==> src/sv/csi_pkg.sv <==
package csi_pkg;

	// Number of rotation cells requested, and the length of the arctangent table.
	localparam int ANGLE_STAGES = 16;
	localparam int TABLE_LEN    = 30;
	localparam int ROT_STAGES   = (ANGLE_STAGES < TABLE_LEN) ? ANGLE_STAGES : TABLE_LEN;

	// Normalization shifts 32, 16, 8, 4, 2, 1.
	localparam int NORM_STAGES  = 6;
	localparam int NORM_TOP     = 33;

	localparam int CW   = 32;   // curvature width
	localparam int SW   = 33;   // exact sum and difference width
	localparam int MW   = 34;   // magnitude width
	localparam int XW   = 38;   // rotation datapath width
	localparam int ZW   = 32;   // angle accumulator width
	localparam int RW   = 16;   // result width
	localparam int IDXW = 5;    // rotation stage index width
	localparam int SHW  = 6;    // normalization shift width

	localparam logic signed [RW-1:0] Q14_ONE = 16'sd16384;

	localparam logic signed [ZW-1:0] ANGLE_TAB [TABLE_LEN] = '{
		32'sd536870912, 32'sd316933406, 32'sd167458907, 32'sd85004756,
		32'sd42667331, 32'sd21354465, 32'sd10679838, 32'sd5340245,
		32'sd2670163, 32'sd1335087, 32'sd667544, 32'sd333772,
		32'sd166886, 32'sd83443, 32'sd41722, 32'sd20861,
		32'sd10430, 32'sd5215, 32'sd2608, 32'sd1304,
		32'sd652, 32'sd326, 32'sd163, 32'sd81,
		32'sd41, 32'sd20, 32'sd10, 32'sd5,
		32'sd3, 32'sd1
	};

	// One point in flight through the chain.
	typedef struct packed {
		logic                 undef;
		logic                 equal;
		logic                 sum_neg;
		logic [MW-1:0]        mag;
		logic signed [XW-1:0] x;
		logic signed [XW-1:0] y;
		logic signed [ZW-1:0] z;
	} item_t;

	function automatic logic [SHW-1:0] norm_shift(input int j);
		norm_shift = SHW'(32 >> j);
	endfunction

endpackage

==> src/sv/csi_norm_cell.sv <==
module csi_norm_cell
	import csi_pkg::*;
(
	input  logic           clk,
	input  logic           arst_n,
	input  logic [SHW-1:0] shift,
	input  logic           v_in,
	input  item_t          d_in,
	input  logic           adv_out,
	output logic           v_q,
	output item_t          d_q,
	output logic           adv
);

	logic  fits;
	item_t nxt;

	assign adv = !v_q || adv_out;

	// Shift only when the magnitude stays below 2^33 afterwards.
	always_comb begin
		fits = ((d_in.mag >> (SHW'(NORM_TOP) - shift)) == '0);
		nxt  = d_in;
		if (fits) begin
			nxt.mag = d_in.mag << shift;
			nxt.x   = d_in.x <<< shift;
			nxt.y   = d_in.y <<< shift;
		end
	end

	always_ff @(posedge clk or negedge arst_n) begin
		if (!arst_n) begin
			v_q <= 1'b0;
		end else if (adv) begin
			v_q <= v_in;
		end
	end

	always_ff @(posedge clk) begin
		if (adv) begin
			d_q <= nxt;
		end
	end

endmodule

==> config.mk <==
export PLATFORM = sky130hd
export DESIGN_NAME = csi_norm_cell
export DESIGN_NICKNAME = d
export VERILOG_FILES = /design/src/sv/csi_pkg.sv /design/src/sv/csi_norm_cell.sv
export SDC_FILE = /design/constraint.sdc
export NUM_CORES = 1
export LEC_CHECK = 0
export ABC_AREA = 1
export BUFFER_PORTS_ARGS = -buffer_cell sky130_fd_sc_hd__buf_2
export CAP_MARGIN = 30
export CELL_PAD_IN_SITES_DETAIL_PLACEMENT = 0
export CELL_PAD_IN_SITES_GLOBAL_PLACEMENT = 2
export CORE_UTILIZATION = 31
export CTS_CLUSTER_DIAMETER = 60
export DETAILED_ROUTE_END_ITERATION = 6
export GPL_TIMING_DRIVEN = 0
export HOLD_SLACK_MARGIN = 0.1
export PLACE_DENSITY_LB_ADDON = 0.08
export SYNTH_ARGS = -nofsm -noshare
export SYNTH_HDL_FRONTEND = slang
export SYNTH_SLANG_ARGS = --single-unit
export TNS_END_PERCENT = 30
==> constraint.sdc <==
create_clock -name clk -period 9.4 [get_ports clk]
set_input_delay 0 -clock clk [delete_from_list [all_inputs] [get_ports clk]]
set_output_delay 0 -clock clk [all_outputs]
set_load 0.05 [all_outputs]
==> results.cfg <==
[sta]
relSlewSlack_pct = 28.3
rsz0062_at_grt = no
setup_viol = 0
tightest_slew_ns = 1.08
finalSetupTns_ns = 0
hold_viol_final = 0
post-route-period-util_pct = 52.4
max_freq_ghz = 0.203
fin_crit_ns = 4.93
skew_ns = 0.0115
slew_violations = 0

[clock_tree]
htreeDepth = 4
clkSlewWorstSetupHoldPaths_ns = 0.07
cts.sinks = 146
cts_tree = built
hold_buffers = 148
ctsResizeCount = 0
numCtsBuffers = 17
clock_tree.root_cell = clkbuf_16
clk_latency_ns = 0.47
cts_setup_buffers = 0
cts_buffer_depth = 2

[routing]
dr.first_iter.drc_count = 1688
totalWireLength_um = 74500
vias = 16316
avgViaCountPerCell = 5.48
ant_nets = 0
wl_per_cell_um = 25.0
drcViolationCount = 0
dr.pass1.iters = 6

[placement]
port_buffers = 298
gp_congestion = 0.996
dp_cells = 2794
dpl_cell_area_um2 = 14600
hpwl_um = 57700

[logic_synthesis]
netlist_area_um2 = 12400
synth-xor-area-share_pct = 0.202
synthSimpleGateAreaFrac_pct = 41.6
synthesis.nets = 2130
synth_top_family_by_area = simple AND/OR/NAND/NOR gates
synth_compound_area_share_pct = 13.9
ys_seq_elements = 146
synthMuxAreaShare_pct = 0.484
ys.warnings.count = 0
syn_inst = 1974
ys_types = 37
synth_fa_ha_area_share_pct = 0.101
syn_avg_cell_area_um2 = 6.28
ys_seq_area_share_pct = 35.3

[global_routing]
grt_use_met1_pct = 47.6
grt_pass1_vias = 15671
grtUsageTotal_pct = 35.9
grt_max_degree = 74
grt_pass1_wl_um = 105000
antenna_found_initial = 1
use_met3_pct = 9.16
grt.overflow.total = 0
met2_usage_pct = 55.7
grt_busiest_layer = met2

[worst_hold_path]
hold_class = in -> reg

[layout]
num-nets-final = 2599
design_area_um2 = 16700
final_util_pct = 42.8
final_cell_mix = 814 x nand2_1, 366 x buf_2, 295 x nand3_1, 204 x o21ai_0, 148 x dlygate4sd3_1
area_growth_pct = 34.8
drive_gt1_share_pct = 17.6
final_common_cell = nand2_1
layout.cells.non_filler = 2975

[power_and_ir_drop]
switchingPower_w = 0.00118
cellLeakagePower_nw = 8.05
seqPwrFrac_pct = 31.1
combPwrFrac_pct = 42.0
clockPowerShare_pct = 27.0
p_sw_share_pct = 44.0
fin_total_pwr_w = 0.00267
irDropWorstVdd_mv = 0.133
internal-power_w = 0.00149
p_per_area_nw_per_um2 = 160

[setup_path]
crit_type = in -> reg
cp-end-kind = flop
crit_fanout = 10
cp-start-kind = input port
cp.arrival_ns = 5.26
crit_required_ns = 9.74

[die]
start_util_pct = 31.7
coreArea_um2 = 39100
die_w_um = 202
num_rows = 72
die_area_um2 = 40800
ioPinCount = 302
die_h_um = 202

[run]
drv_cap = 0

[run_status]
status = completed
==> cell usage after synthesis (all sizes together) <==
library cell | count | area share, %
clkinv | 2 | 0.061
nand3b | 2 | 0.12
dfrtp | 1 | 0.20
o22ai | 32 | 1.6
clkbuf | 54 | 1.6
o21a | 1 | 0.061
o211ai | 14 | 0.85
nand4 | 5 | 0.25
o31ai | 1 | 0.061
o2111ai | 1 | 0.071
a21oi | 23 | 0.93
o21ai | 208 | 8.4
nand3 | 295 | 12
and2 | 1 | 0.050
or2 | 11 | 0.55
mux2i | 6 | 0.48
nor3 | 3 | 0.12
xor2 | 1 | 0.071
o221ai | 12 | 0.85
inv | 97 | 2.9
nand2 | 816 | 25
ha | 1 | 0.10
o311ai | 1 | 0.071
edfxtp | 145 | 35
nor2 | 126 | 3.9
a31oi | 13 | 0.66
buf | 95 | 3.8
o22a | 4 | 0.28
xnor2 | 1 | 0.13
a22oi | 2 | 0.12
==> power groups by stage <==
| stage | logic, W | clock network (W) | registers, W |
|---|---|---|---|
| 2_1_floorplan | 0.000416 | 0 | 0.00112 |
| 3_3_place_gp | 0.00104 | 0 | 0.000849 |
| 3_5_place_dp | 0.00104 | 0 | 0.000843 |
| 4_1_cts | 0.00110 | 0.000733 | 0.000830 |
| 5_1_grt | 0.00119 | 0.000754 | 0.000836 |
| 6_report | 0.00112 | 0.000720 | 0.000830 |
==> sequential cells by signal (all words and copies together) (netlist names) <==
signal,count
v_q,1
d_q,145
==> area by class of cell <==
type | instances | area, um^2
Fill cell | 4271 | 22400
Multi-Input combinational cell | 1580 | 6990
Sequential cell | 146 | 4380
Timing Repair Buffer | 450 | 3050
Buffer | 149 | 671
Tap cell | 518 | 648
Clock buffer | 17 | 425
Inverter | 99 | 372
Clock inverter | 15 | 191
Antenna cell | 1 | 2.50
==> worst max-delay path, cell delays in order <==
cell and delay [ns]:
buf_2 0.15, buf_4 0.20, inv_2 0.07, buf_2 0.24
buf_2 0.34, buf_2 0.34, buf_2 0.35, ha_1 0.37
clkinv_1 0.18, clkbuf_1 0.51, nand3_1 0.31, nand3_1 0.15
o21ai_1 0.08, inv_1 0.07, nand4_1 0.09, a21oi_1 0.52
buf_2 0.55, buf_2 0.41, nand3_1 0.20, nand2_1 0.11
==> logic make-up (layout without fill, tap and decap cells) <==
group	after synthesis	count (layout)
and+or+nand+nor	1259	1259
AOI/OAI and AO/OA	312	312
buffers and inverters	248	730
DFF	146	146
muxes	6	6
xor gates and xnor gates	2	2
adders and majority gates	1	1
other	0	1
==> worst paths after layout <==
| check | from | endpoint | slack, ns | cells past startpoint |
|---|---|---|---|---|
| setup / recovery | shift[1] | d_q[33] | 4.47 | 20 |
| hold / removal | adv_out | d_q[142] | 0.18 | 3 |
| setup reg to reg | v_q | d_q[56] | 7.88 | 2 |
| hold reg to reg | v_q | d_q[142] | 0.88 | 1 |
| max in group asynchronous | arst_n | v_q | 8.90 | 3 |
| min in group asynchronous | arst_n | v_q | 0.38 | 3 |
==> through the flow <==
step / setup slack (ns) / hold slack, ns
3_5_place_dp: 4.25 / -0.224
3_3_place_gp: 3.96 / -0.225
2_1_floorplan: 4.71 / -0.296
6_report: 4.47 / 0.185
4_1_cts: 4.73 / 0.168
5_1_grt: 4.37 / 0.211
==> metal layers <==
metal | vias up | part of all wire, %
li1 | 7539 | -
met1 | 7701 | 42
met2 | 932 | 44
met3 | 144 | 10
met4 | 0 | 3.9
met5 | - | 0
No activity file was read; power rests on OpenSTA's default activity.
